**config.mk**
```make
export PLATFORM = sky130hd
export DESIGN_NAME = mljb_queue
export DESIGN_NICKNAME = d
export VERILOG_FILES = /design/src/rtl/mljb_pkg.sv /design/src/rtl/mljb_queue.sv
export SDC_FILE = /design/constraint.sdc
export NUM_CORES = 1
export LEC_CHECK = 0
export BUFFER_PORTS_ARGS = -buffer_cell sky130_fd_sc_hd__buf_2
export CORE_MARGIN = 5
export CORE_UTILIZATION = 56
export DETAILED_ROUTE_END_ITERATION = 10
export MAX_ROUTING_LAYER = met4
export PLACE_DENSITY = 0.85
export SETUP_SLACK_MARGIN = 0.2
export SYNTH_ARGS = -nofsm -noshare
export SYNTH_HDL_FRONTEND = slang
export SYNTH_SLANG_ARGS = --single-unit
```
**constraint.sdc**
```tcl
create_clock -name clk -period 6.98 [get_ports clk]
set_input_delay 1.396 -clock clk [delete_from_list [all_inputs] [get_ports clk]]
set_output_delay 1.396 -clock clk [all_outputs]
set_load 0.02 [all_outputs]
```
**src/rtl/mljb_pkg.sv**
```systemverilog
// ----------------------------------------------------------------------------
// mljb_pkg
// Shared types, status codes and defaults of the multi-lane join buffer.
// ----------------------------------------------------------------------------
package mljb_pkg;

  localparam int LANE_W = 4;
  localparam int TAG_W  = 32;
  localparam int HDL_W  = 32;
  localparam int CNT_W  = 5;

  localparam int LANES_DEF          = 4;
  localparam int SLOTS_PER_LANE_DEF = 16;
  localparam int AGE_WINDOW_DEF     = 10;

  localparam int QUEUE_DEPTH = 2;

  typedef enum logic [2:0] {
    ST_PENDING = 3'd0,
    ST_DUP     = 3'd1,
    ST_BADLANE = 3'd2,
    ST_FULL    = 3'd3,
    ST_JOINED  = 3'd4
  } status_t;

  typedef enum logic [2:0] {
    B_IDLE,
    B_LOOK,
    B_JREQ,
    B_JCHK,
    B_JRD,
    B_JOUT,
    B_EMIT
  } back_state_t;

  typedef struct packed {
    logic [LANE_W-1:0] lane;
    logic [TAG_W-1:0]  tag;
    logic [HDL_W-1:0]  handle;
    logic              bad_lane;
  } cmd_t;

endpackage

```
**src/rtl/mljb_queue.sv**
```systemverilog
// ----------------------------------------------------------------------------
// mljb_queue
// Short command queue between the input stage and the join engine.
// ----------------------------------------------------------------------------
module mljb_queue
  import mljb_pkg::*;
(
  input  logic clk,
  input  logic rst,
  input  logic in_valid,
  output logic in_ready,
  input  cmd_t in_cmd,
  output logic out_valid,
  input  logic out_ready,
  output cmd_t out_cmd
);

  localparam int QAW = (QUEUE_DEPTH > 1) ? $clog2(QUEUE_DEPTH) : 1;
  localparam int QCW = $clog2(QUEUE_DEPTH + 1);

  cmd_t           entries [QUEUE_DEPTH];
  logic [QAW-1:0] wr_ptr;
  logic [QAW-1:0] rd_ptr;
  logic [QCW-1:0] count;
  logic           push;
  logic           pop;

  assign in_ready  = count != QCW'(QUEUE_DEPTH);
  assign out_valid = count != '0;
  assign out_cmd   = entries[rd_ptr];
  assign push      = in_valid && in_ready;
  assign pop       = out_valid && out_ready;

  always_ff @(posedge clk) begin
    if (rst) begin
      wr_ptr <= '0;
      rd_ptr <= '0;
      count  <= '0;
    end else begin
      if (push) begin
        wr_ptr <= (wr_ptr == QAW'(QUEUE_DEPTH - 1)) ? '0 : wr_ptr + 1'b1;
      end
      if (pop) begin
        rd_ptr <= (rd_ptr == QAW'(QUEUE_DEPTH - 1)) ? '0 : rd_ptr + 1'b1;
      end
      if (push && !pop) begin
        count <= count + 1'b1;
      end else if (pop && !push) begin
        count <= count - 1'b1;
      end
    end
  end

  always_ff @(posedge clk) begin
    if (push) begin
      entries[wr_ptr] <= in_cmd;
    end
  end

endmodule

```
## After elaboration in Yosys (flattened, before gate mapping)

Memory sizes are Yosys's and may differ from the RTL's. A register that Yosys moved wholly into a read port is not among the register bits.
Index checks and enable logic that the tools add are counted.

| cells by class | value |
|---|---|
| add/subtract/negate cells | 4 |
| equality and inequality tests | 1 |
| muxes and demuxes | 8 |
| reductions and logical operators | 8 |

Operators by type and width:

| kind | number |
|---|---|
| $mux W1 | 6 |
| $logic_and A1 B1 Y1 | 4 |
| $mux W2 | 2 |
| $reduce_bool A2 Y1 | 2 |
| $add A1 B1 Y1 const B | 2 |
| $add A2 B1 Y2 const B | 1 |
| $logic_not A1 Y1 | 2 |
| $ne A2 B2 Y1 const B | 1 |
| $sub A2 B1 Y2 const B | 1 |

| word-level totals | value |
|---|---|
| flip-flop bits (word level) | 4 |
| memory bits (writable) | 138 |
| output and inout port bits | 71 |
| memories | 1 |

Memory list:

| memory | depth | bits a word | read ports | clocked after memory_dff | write ports | RTL line | source |
|---|---|---|---|---|---|---|---|
| entries | 2 | 69 | 1 | 1 | 1 | mljb_queue.sv:21 | `cmd_t entries [QUEUE_DEPTH];` |

## Depth between registers and ports, before layout

| logic depth | value |
|---|---|
| word-level depth | 6 |
| depth in mapped cells | 6 |
| depth with buffers taken out | 6 |

## Worst setup path before layout

OpenSTA, ideal clock, no wires.

| timing | value |
|---|---|
| path type | input to register |
| start point | input port in_valid |
| end point | memory entries[1][0] in the netlist's numbering (enable) |
| setup time | 435 ps |
| arrival time | 3063 ps |
| slack | 3482 ps |
| cell stages on the path | 1 |
| buffers on the path | 0 |
| path through | and3_1 |

| on the way | value |
|---|---|
| longest elaborated chain between the ends | 3 |

RTL lines:

| element | RTL line | source |
|---|---|---|
| start: declaration | mljb_queue.sv:10 | `input logic in_valid,` |
| $logic_and A1 B1 Y1 | mljb_queue.sv:31 | `assign push = in_valid && in_ready;` |
| $mux W1 | mljb_queue.sv:55 | `if (push) begin` |
| $mux W1 (not written as such) | mljb_queue.sv:56 | `entries[wr_ptr] <= in_cmd;` |
| end: declaration | mljb_queue.sv:21 |  |

Every way passes these cells.

==> impl_metrics.ini <==
[synth]
ys_ff_latch = 143
synth_edf_count = 138
ys_seq_area_share_pct = 81.0
syn_area_per_cell_um2 = 21.9
synth_cells = 239
synth_top_cell_area_share_pct = 79.1
synth_area_mm2 = 0.00524
yosys-top-cells-count = 138 x edfxtp_1, 59 x mux2_2, 10 x mux2_4
synth_most_common_cell = edfxtp_1
dominantRegCellSynth = edfxtp_1
synth_warnings = 0
syn-num-nets = 313
async_flop_share_pct = 0
yosysUniqueCellTypes = 19
synth_largest_area_cell = edfxtp_1
synth_area_leaders = edfxtp_1 79%, mux2_2 13%, mux2_4 2.9%

[floorplanning]
die_w_um = 107
start_util_pct = 57.0
dieArea_mm2 = 0.0114
io_pins = 144
die_h_um = 107
core_mm2 = 0.00920
rows = 35

[timing]
setup_violations = 0
grt_setup_unrepaired = false
fin_ws_ns = 3.45
fmax_mhz = 283
tightestPinTransition_ns = 0.982
skew_ns = 0.00879
totalNegativeSetupSlack_ns = 0
drv_slew = 0
hold_viol_final = 0
fin_crit_ns = 3.53
slew_headroom_pct = 34.5
timing.final.crit_share_pct = 50.6
whs_ns = 0.506

[finish]
n_antenna_cell = 0
drive_above_1_share_pct = 60.8
design_area_mm2 = 0.00664
multiInputGateArea_um2 = 938
final_nets = 468
final_cells = 517
fill_cells = 568
area_growth_pct = 26.6
final-seq-area_mm2 = 0.00425

[worst_hold_path]
min_path_cells = 2
min_path_type = reg2reg
hold_start = rd_ptr

[critical_path]
cp.arrival_ns = 2.13
rrSetupSlack_ns = 5.06
reg2reg_from = count[0]
endpoint_kind = primary output
r2r_cells = 4
path_class = reg2out
crit_path_max_fanout = 69
critical_path_required_ns = 5.58
r2r-end = entries[0][56]
start_kind = flip-flop

[placed_design]
place_area_mm2 = 0.00605
dpl.cell_count = 486
dp_slack_ns = 3.96
place.gp.congestion = 0.688
hpwlAfterDp_um = 5760
portBuffers = 143

[grt]
grt_max_degree = 70
antenna_found_initial = 0
grt_use_total_pct = 17.0
grt_pass1_wl_um = 14000
gr-total-overflow = 0
first_global_vias = 2885

[clocking]
cts_hold_buf = 0
htree_levels = 4
ctsResizeCount = 0
root_buffer = clkbuf_8
cts.clk_slew.worst_paths_ns = 0.06
cts_buffers = 17
clkSinkCount = 143
clkLatencyLatePin_ns = 0.51
cts_buffer_depth = 2
postCtsSetupRepairBufs = 0
cts_tree = done

[power]
power_density_mw_per_mm2 = 397
max-vdd-ir-drop_v = 0.000250
leakagePower_nw = 2.52

[routing]
drt-initial-drc-count = 130
wire_per_inst_um = 17.5
viasPerCell = 5.10
wl_um = 9050
ant_nets = 0
drc = 0
dr.pass1.iters = 4
dr_total_vias = 2638

[outcome]
status = completed

[flow_run]
max_cap_violations = 0
critical path, cell delays in order (launching register included):
cell and delay, ns:
dfxtp_4 0.98, mux2_2 0.44, buf_2 0.16
stage by stage:
stage	utilization, %	total power, mW
floorplan	-	1.60
global placement	65.8	1.78
detailed placement	65.8	1.79
CTS	72.2	2.67
global route	72.2	2.76
finish	72.2	2.64
routing by layer:
metal | part of all wire (%) | wire [µm] | track usage, %
met1 | 44 | 3960 | 20.5
met2 | 49 | 4450 | 27.0
met3 | 6.1 | 551 | 6.02
met4 | 0.96 | 87 | 5.75
met5 | 0 | 0 | -
power by group:
| part | switching [mW] | internal (mW) |
|---|---|---|
| clock | 0.329 | 0.545 |
| sequential | 0.0849 | 1.08 |
| combinational | 0.336 | 0.265 |
how the worst max path moves through the flow:
stage	from	to	slack [ns]	cells after the start
final	flip-flop	out_cmd[57]	3.45	2
after floorplan	in_valid	entries[1][0]	3.48	1
after global placement	flip-flop	out_cmd[15]	3.96	2
after global routing	flip-flop	out_cmd[57]	3.34	2
after detailed placement	flip-flop	out_cmd[57]	3.96	2
after CTS	flip-flop	out_cmd[57]	3.40	2
flip-flops by register name (all words and copies together) (netlist names), named ones only:
name / cells
count: 2
entries: 138
rd_ptr: 1
wr_ptr: 1
cell families (layout without fill, tap and decap cells):
kind of cell,count (synthesis),count (layout),synth area share [%]
compound gates,5,5,0.573
xor+xnor,3,3,0.502
fa+ha+maj,1,1,0.239
buf+inv,9,176,1.19
flops,143,143,81.0
mux,69,69,15.5
simple gates,9,9,0.956
final cells by class:
class                   instances  area share (%)
multi-input cells              87            14.1
inverters                       1          0.0566
clock buffers                  19            6.35
clock inverters                12            2.45
flip-flops and latches        143            64.0
well taps                     111            2.09
repair buffers                144            10.9
placed cells by master (no fill, tap or decap), drive strengths merged, types with 2 or more instances in the layout:
cell type,instances
buf,144
edfxtp,138
mux2,69
clkbuf,19
clkinv,5
dfxtp,5
xor2,3
nor2,3
bufinv,3
inv,3
o21ai,2
a21oi,2
clkinvlp,2
Power figures use the tool's default switching activity.
