`src/rtl/mljb_pkg.sv`:
```
// ----------------------------------------------------------------------------
// mljb_pkg
// Shared types, status codes and defaults of the multi-lane join buffer.
// ----------------------------------------------------------------------------
package mljb_pkg;

  localparam int LANE_W = 4;
  localparam int TAG_W  = 32;
  localparam int HDL_W  = 32;
  localparam int CNT_W  = 5;

  localparam int LANES_DEF          = 4;
  localparam int SLOTS_PER_LANE_DEF = 16;
  localparam int AGE_WINDOW_DEF     = 10;

  localparam int QUEUE_DEPTH = 2;

  typedef enum logic [2:0] {
    ST_PENDING = 3'd0,
    ST_DUP     = 3'd1,
    ST_BADLANE = 3'd2,
    ST_FULL    = 3'd3,
    ST_JOINED  = 3'd4
  } status_t;

  typedef enum logic [2:0] {
    B_IDLE,
    B_LOOK,
    B_JREQ,
    B_JCHK,
    B_JRD,
    B_JOUT,
    B_EMIT
  } back_state_t;

  typedef struct packed {
    logic [LANE_W-1:0] lane;
    logic [TAG_W-1:0]  tag;
    logic [HDL_W-1:0]  handle;
    logic              bad_lane;
  } cmd_t;

endpackage

```
`src/rtl/mljb_if.sv`:
```
// ----------------------------------------------------------------------------
// mljb_if
// Word channels of the join buffer: the add request and the result.
// ----------------------------------------------------------------------------
interface mljb_req_if
  import mljb_pkg::*;
  ();
  logic              valid;
  logic              ready;
  logic [LANE_W-1:0] lane;
  logic [TAG_W-1:0]  tag_value;
  logic [HDL_W-1:0]  data_handle;

  modport source (output valid, lane, tag_value, data_handle, input ready);
  modport sink (input valid, lane, tag_value, data_handle, output ready);
endinterface


```
`src/rtl/mljb_front.sv`:
```
// ----------------------------------------------------------------------------
// mljb_front
// Input stage: registers each request word and flags lanes out of range.
// ----------------------------------------------------------------------------
module mljb_front
  import mljb_pkg::*;
#(
  parameter int LANES = LANES_DEF
) (
  input  logic            clk,
  input  logic            rst,
  mljb_req_if.sink        req,
  output logic            cmd_valid,
  input  logic            cmd_ready,
  output cmd_t            cmd
);

  logic held;

  assign req.ready = !held || cmd_ready;
  assign cmd_valid = held;

  always_ff @(posedge clk) begin
    if (rst) begin
      held <= 1'b0;
    end else if (req.ready) begin
      held <= req.valid;
    end
  end

  always_ff @(posedge clk) begin
    if (req.ready && req.valid) begin
      cmd.lane     <= req.lane;
      cmd.tag      <= req.tag_value;
      cmd.handle   <= req.data_handle;
      cmd.bad_lane <= {1'b0, req.lane} >= (LANE_W + 1)'(LANES);
    end
  end

endmodule

```
`src/flat_wrapper.sv`:
```
// flat-port wrapper written by rule: the top's interface ports become plain ports
module mljb_front_flat import mljb_pkg::*;
#(
  parameter int LANES = LANES_DEF
)
  (clk, rst, cmd_valid, cmd_ready, cmd, req_valid, req_lane, req_tag_value, req_data_handle, req_ready);
  mljb_req_if req_i ();
  input  logic clk;
  input  logic rst;
  output logic cmd_valid;
  input  logic cmd_ready;
  output cmd_t cmd;
  input wire logic [$bits(req_i.valid)-1:0] req_valid;
  input wire logic [$bits(req_i.lane)-1:0] req_lane;
  input wire logic [$bits(req_i.tag_value)-1:0] req_tag_value;
  input wire logic [$bits(req_i.data_handle)-1:0] req_data_handle;
  output wire logic [$bits(req_i.ready)-1:0] req_ready;
  assign req_i.valid = req_valid;
  assign req_i.lane = req_lane;
  assign req_i.tag_value = req_tag_value;
  assign req_i.data_handle = req_data_handle;
  assign req_ready = req_i.ready;
  mljb_front #(.LANES(LANES)) u_core (.clk(clk), .rst(rst), .req(req_i), .cmd_valid(cmd_valid), .cmd_ready(cmd_ready), .cmd(cmd));
endmodule
```
`config.mk`:
```
export PLATFORM = sky130hd
export DESIGN_NAME = mljb_front_flat
export DESIGN_NICKNAME = d
export VERILOG_FILES = /design/src/rtl/mljb_pkg.sv /design/src/rtl/mljb_if.sv /design/src/rtl/mljb_front.sv /design/src/flat_wrapper.sv
export SDC_FILE = /design/constraint.sdc
export NUM_CORES = 1
export LEC_CHECK = 0
export BUFFER_PORTS_ARGS = -buffer_cell sky130_fd_sc_hd__buf_4
export CORE_MARGIN = 1
export CORE_UTILIZATION = 41
export CTS_CLUSTER_DIAMETER = 120
export DETAILED_ROUTE_END_ITERATION = 8
export GPL_TIMING_DRIVEN = 0
export PLACE_DENSITY = 0.88
export SLEW_MARGIN = 15
export SYNTH_ARGS = -nofsm -noshare
export SYNTH_HDL_FRONTEND = slang
export SYNTH_SLANG_ARGS = --single-unit
export TNS_END_PERCENT = 5
```
`constraint.sdc`:
```
create_clock -name clk -period 1.8 [get_ports clk]
set_input_delay 0.27 -clock clk [delete_from_list [all_inputs] [get_ports clk]]
set_output_delay 0.27 -clock clk [all_outputs]
set_load 0.03 [all_outputs]
```
### Word-level counts from Yosys, hierarchy flattened

Index checks and enable logic that the tools add are counted.

| word-level totals | value |
|---|---|
| memory bits (writable) | 0 |
| memories kept | 0 |
| flip-flop bits (word level) | 70 |
| input port bits | 72 |
| ROM bits | 0 |
| latch bits | 0 |
| output and inout bits | 71 |

| cells by class | value |
|---|---|
| div/mod/pow operators | 0 |
| reductions and logical operators | 3 |
| add/subtract/negate cells | 0 |
| shift-type cells | 0 |
| multiplexer cells | 0 |
| multipliers | 0 |
| bitwise gates (word level) | 0 |
| order comparisons | 1 |
| equal/unequal tests | 0 |

Operators with widths:

| operator | count |
|---|---|
| 4-bit by 3-bit >= comparator with 1-bit output (second input constant) | 1 |
| 1-bit logical AND | 1 |
| 1-bit logical NOT | 1 |
| 1-bit logical OR | 1 |

### Logic depth before layout (Yosys ltp)

| logic depth | value |
|---|---|
| depth after elaboration | 3 |
| depth in mapped cells | 2 |

### Least setup slack after synthesis

Ideal clock, no wire load.

| path | value |
|---|---|
| path kind | reg2reg |
| start | register u_core.held (netlist: u_core.cmd_valid) |
| end | register, netlist name u_core.cmd[0] |
| library setup time | 0.378 ns |
| path slack | 0.220 ns |
| required time | 1.422 ns |
| arrival | 1.201 ns |
| stages on the path, launching flop included | 3 |
| path through | dfxtp_1 nand2b_4 and2_4 |

| on the way | value |
|---|---|
| cells in the longest elaborated chain, start to end | 3 |

Ends and longest elaborated chain:

| what | RTL line | text |
|---|---|---|
| from (decl) | mljb_front.sv:18 | `logic held;` |
| from (signal assigned) | mljb_front.sv:27 | `held <= req.valid;` |
| 1-bit logical NOT | mljb_front.sv:20 | `assign req.ready = !held \|\| cmd_ready;` |
| 1-bit logical OR | mljb_front.sv:20 |  |
| named net req_ready | flat_wrapper.sv:17 | `output wire logic [$bits(req_i.ready)-1:0] req_ready;` |
| 1-bit logical AND | mljb_front.sv:32 | `if (req.ready && req.valid) begin` |

The timed path passes the listed nets, and every way through them passes these cells.
A chain may end at the register's enable or synchronous reset.

### Final worst setup path

| path | value |
|---|---|
| start | register u_core.held (netlist: u_core.cmd_valid) |
| end | register, netlist name u_core.cmd[22] |

| on the way | value |
|---|---|
| cells in the longest elaborated chain, start to end | 3 |

Ends and longest elaborated chain:

| what | RTL line |
|---|---|
| 1-bit logical NOT | mljb_front.sv:20 |
| 1-bit logical OR | mljb_front.sv:20 |
| 1-bit logical AND | mljb_front.sv:32 |

No other way between the ends.

==> run_results.csv <==
group,metric,value,unit
floorplanning,die_x,74.1,um
worst_setup_path,r2r_setup_slack,0.26,ns
floorplanning,initial_core_util,44.0,%
synth,syn_area_per_cell,28.4,um^2
global_route,grt_overflow_total,0,
worst_setup_path,critical-path-top-delay-family,"simple AND/OR/NAND/NOR gates",
synth,synth.distinct_cells,7,
worst_setup_path,cp_cell_sequence,"nand2b_4 > and2_4",
sta,rsz0062_at_grt,"no",
min_path,holdPathStages,2,
sta,max_slew_margin,42.1,%
sta,fmax,648,MHz
route,detail-route-antenna-nets,0,
sta,worst_clock_skew,0.00716,ns
placement,gp_congestion,0.684,
worst_setup_path,endpoint_kind,"register",
synth,yosys_warnings,0,
pwr,power_leakage,1.49,nW
finish,antenna_cells,0,
synth,netlist.area_leader.share,97.1,%
route,firstDrtPassIters,4,
floorplanning,die_y,74.1,um
global_route,grt_pass1_wl,7.00,mm
synth,synthesis.area,2130,um^2
worst_setup_path,worstSetupPathType,"reg2reg",
clock_tree,cts_hold_buf,0,
clock_tree,cts_tree,"built",
run_status,outcome,"complete, no violations",
worst_setup_path,critPathLaunchType,"register",
route,drt-initial-drc-count,36,
finish,final_common_cell,"buf_4",
finish,layout_common_cells,"buf_4, edfxtp_1, clkbuf_8",
route,routed_wl,5.18,mm
floorplanning,core-area,4850,um^2
synth,synth-seq-cells,70,
route,via_per_inst,4.42,
pwr,finalPower,0.00378,W
sta,tightest_slew,0.869,ns
synth,synth_top_cell_by_area,"edfxtp_1",
pwr,vdd_ir_drop_max,0.000821,V
clock_tree,clock_path_buffers,2,
synth,synthAdderAreaFrac,0,%
worst_setup_path,reg2reg_from,"u_core.cmd_valid",
synth,synth-compound-area-share,0.411,%
global_route,track_usage,19.1,%
synth,yosys-top-cells-area,"edfxtp_1, dfxtp_1, nand2b_4, a21oi_2, and2_4",
clock_tree,post-cts-setup-buffer-count,0,
floorplanning,placementRows,25,
synth,synthSimpleGateAreaFrac,1.35,%
clock_tree,root_buffer,"clkbuf_8",
clock_tree,clk-insertion-delay-late,0.33,ns
worst_setup_path,slowest_stage,"and2_4",
sta,final_max_slew_viol_count,0,
finish,area_growth_syn_to_layout,63.9,%
worst_setup_path,cp.required,1.76,ns
clock_tree,h-tree-depth,3,
worst_setup_path,arrival,1.50,ns
min_path,min_path_type,"in2reg",
route,wire_per_inst,17.3,um
synth,synth-xor-area-share,0,%
floorplanning,die-area,5500,um^2
synth,synthMuxAreaShare,0,%
clock_tree,cts.sinks,70,
global_route,grt_max_degree,70,
route,vias,1326,
flow_run,cap_violations,0,
pwr,power_density,1080,nW/um^2
synth,ys_seq_area_share,98.1,%
clock_tree,cts_resized,0,
sta,setup_viol,0,
worst_setup_path,crit_buf_inv,0,
min_path,worstHoldEndpoint,"u_core.cmd_valid",
sta,post-route-min-period,1.54,ns
global_route,antenna_found_initial,0,
sta,hold_viol,0,
worst_setup_path,regToRegEndpoint,"u_core.cmd[22]",
placement,portBuffers,142,
clock_tree,cts_buffers,9,
sta,tns,0,ns
min_path,min-delay-start,"rst",
finish,nets,300,
worst_setup_path,critPathMaxFanout,69,
global_route,grt_pass1_vias,1491,
synth,synth_top_family_by_area,"simple AND/OR/NAND/NOR gates",
finish,layout-drive-gt1-share,69.5,%
worst_setup_path,startpoint,"u_core.cmd_valid",
route,drc_errors,0,
synth,synthCells,75,
floorplanning,io_pins,143,
worst_setup_path,r2r_cells,2,
sta,finalCritPeriodShare,85.7,%
synth,syn_nets,147,
worst_setup_path,max_stage_delay,0.73,ns
clock_tree,clkTransAtPathRegs,0.07,ns
worst register-to-register path: stages, from the launching register on:
cell      delay, ns
dfxtp_1        0.34
nand2b_4       0.09
and2_4         0.73
cells in the mapped netlist (all sizes together):
master / n
and2: 1
dfxtp: 1
edfxtp: 69
inv: 1
a21oi: 1
or2: 1
nand2b: 1
layer usage:
layer	up-vias	part of all wire, %	track usage (%)	wire length, um
met2	80	55	33.2	2830
met1	636	32	16.4	1640
met5	-	0	0	0
met3	7	12	12.5	637
met4	0	1.4	10.3	71
li1	603	-	-	-
where the power goes:
part | internal (W) | total, W | switching, W
clock | 0.000772 | 0.00135 | 0.000580
combinational | 0.000210 | 0.000495 | 0.000285
sequential | 0.00191 | 0.00193 | 0.0000276
total | 0.00289 | 0.00378 | 0.000893
flip-flops by register name, indices dropped and copies added, names as in the netlist:
name              count
u_core.cmd           69
u_core.cmd_valid      1
worst max-delay path by stage:
| stage | end | slack (ns) | cells past startpoint |
|---|---|---|---|
| after detailed placement | u_core.cmd[5] | 0.20 | 3 |
| final | u_core.cmd[22] | 0.26 | 2 |
| after global routing | u_core.cmd[15] | 0.19 | 2 |
| after CTS | u_core.cmd[65] | 0.25 | 2 |
| after floorplan | u_core.cmd[0] | 0.22 | 2 |
| after global placement | u_core.cmd[40] | 0.24 | 3 |
per-stage QoR:
stage	cells	setup WS, ns	hold slack (ns)	cell area, um^2	util, %
finish	300	0.257	0.0957	3500	72.1
global route	300	0.189	0.0709	3500	72.1
CTS	300	0.252	0.0785	3500	72.1
detailed placement	284	0.200	0.434	3280	67.7
global placement	284	0.235	0.427	3280	67.7
floorplan	75	0.220	0.332	2130	-
logic make-up after synthesis:
group / after synthesis
AO/OA/AOI/OAI: 1
flip-flops: 70
buffers and inverters: 1
AND/OR/NAND/NOR: 3
cell type report:
class	count	area, um^2
fill	289	1350
tap	67	83.8
sequential	70	2090
multi-input combinational	4	37.5
inverter	1	3.75
clock inverter	7	88.8
clock buffer	9	124
timing repair buffer	142	1070
(Power assumes the default switching activity.)
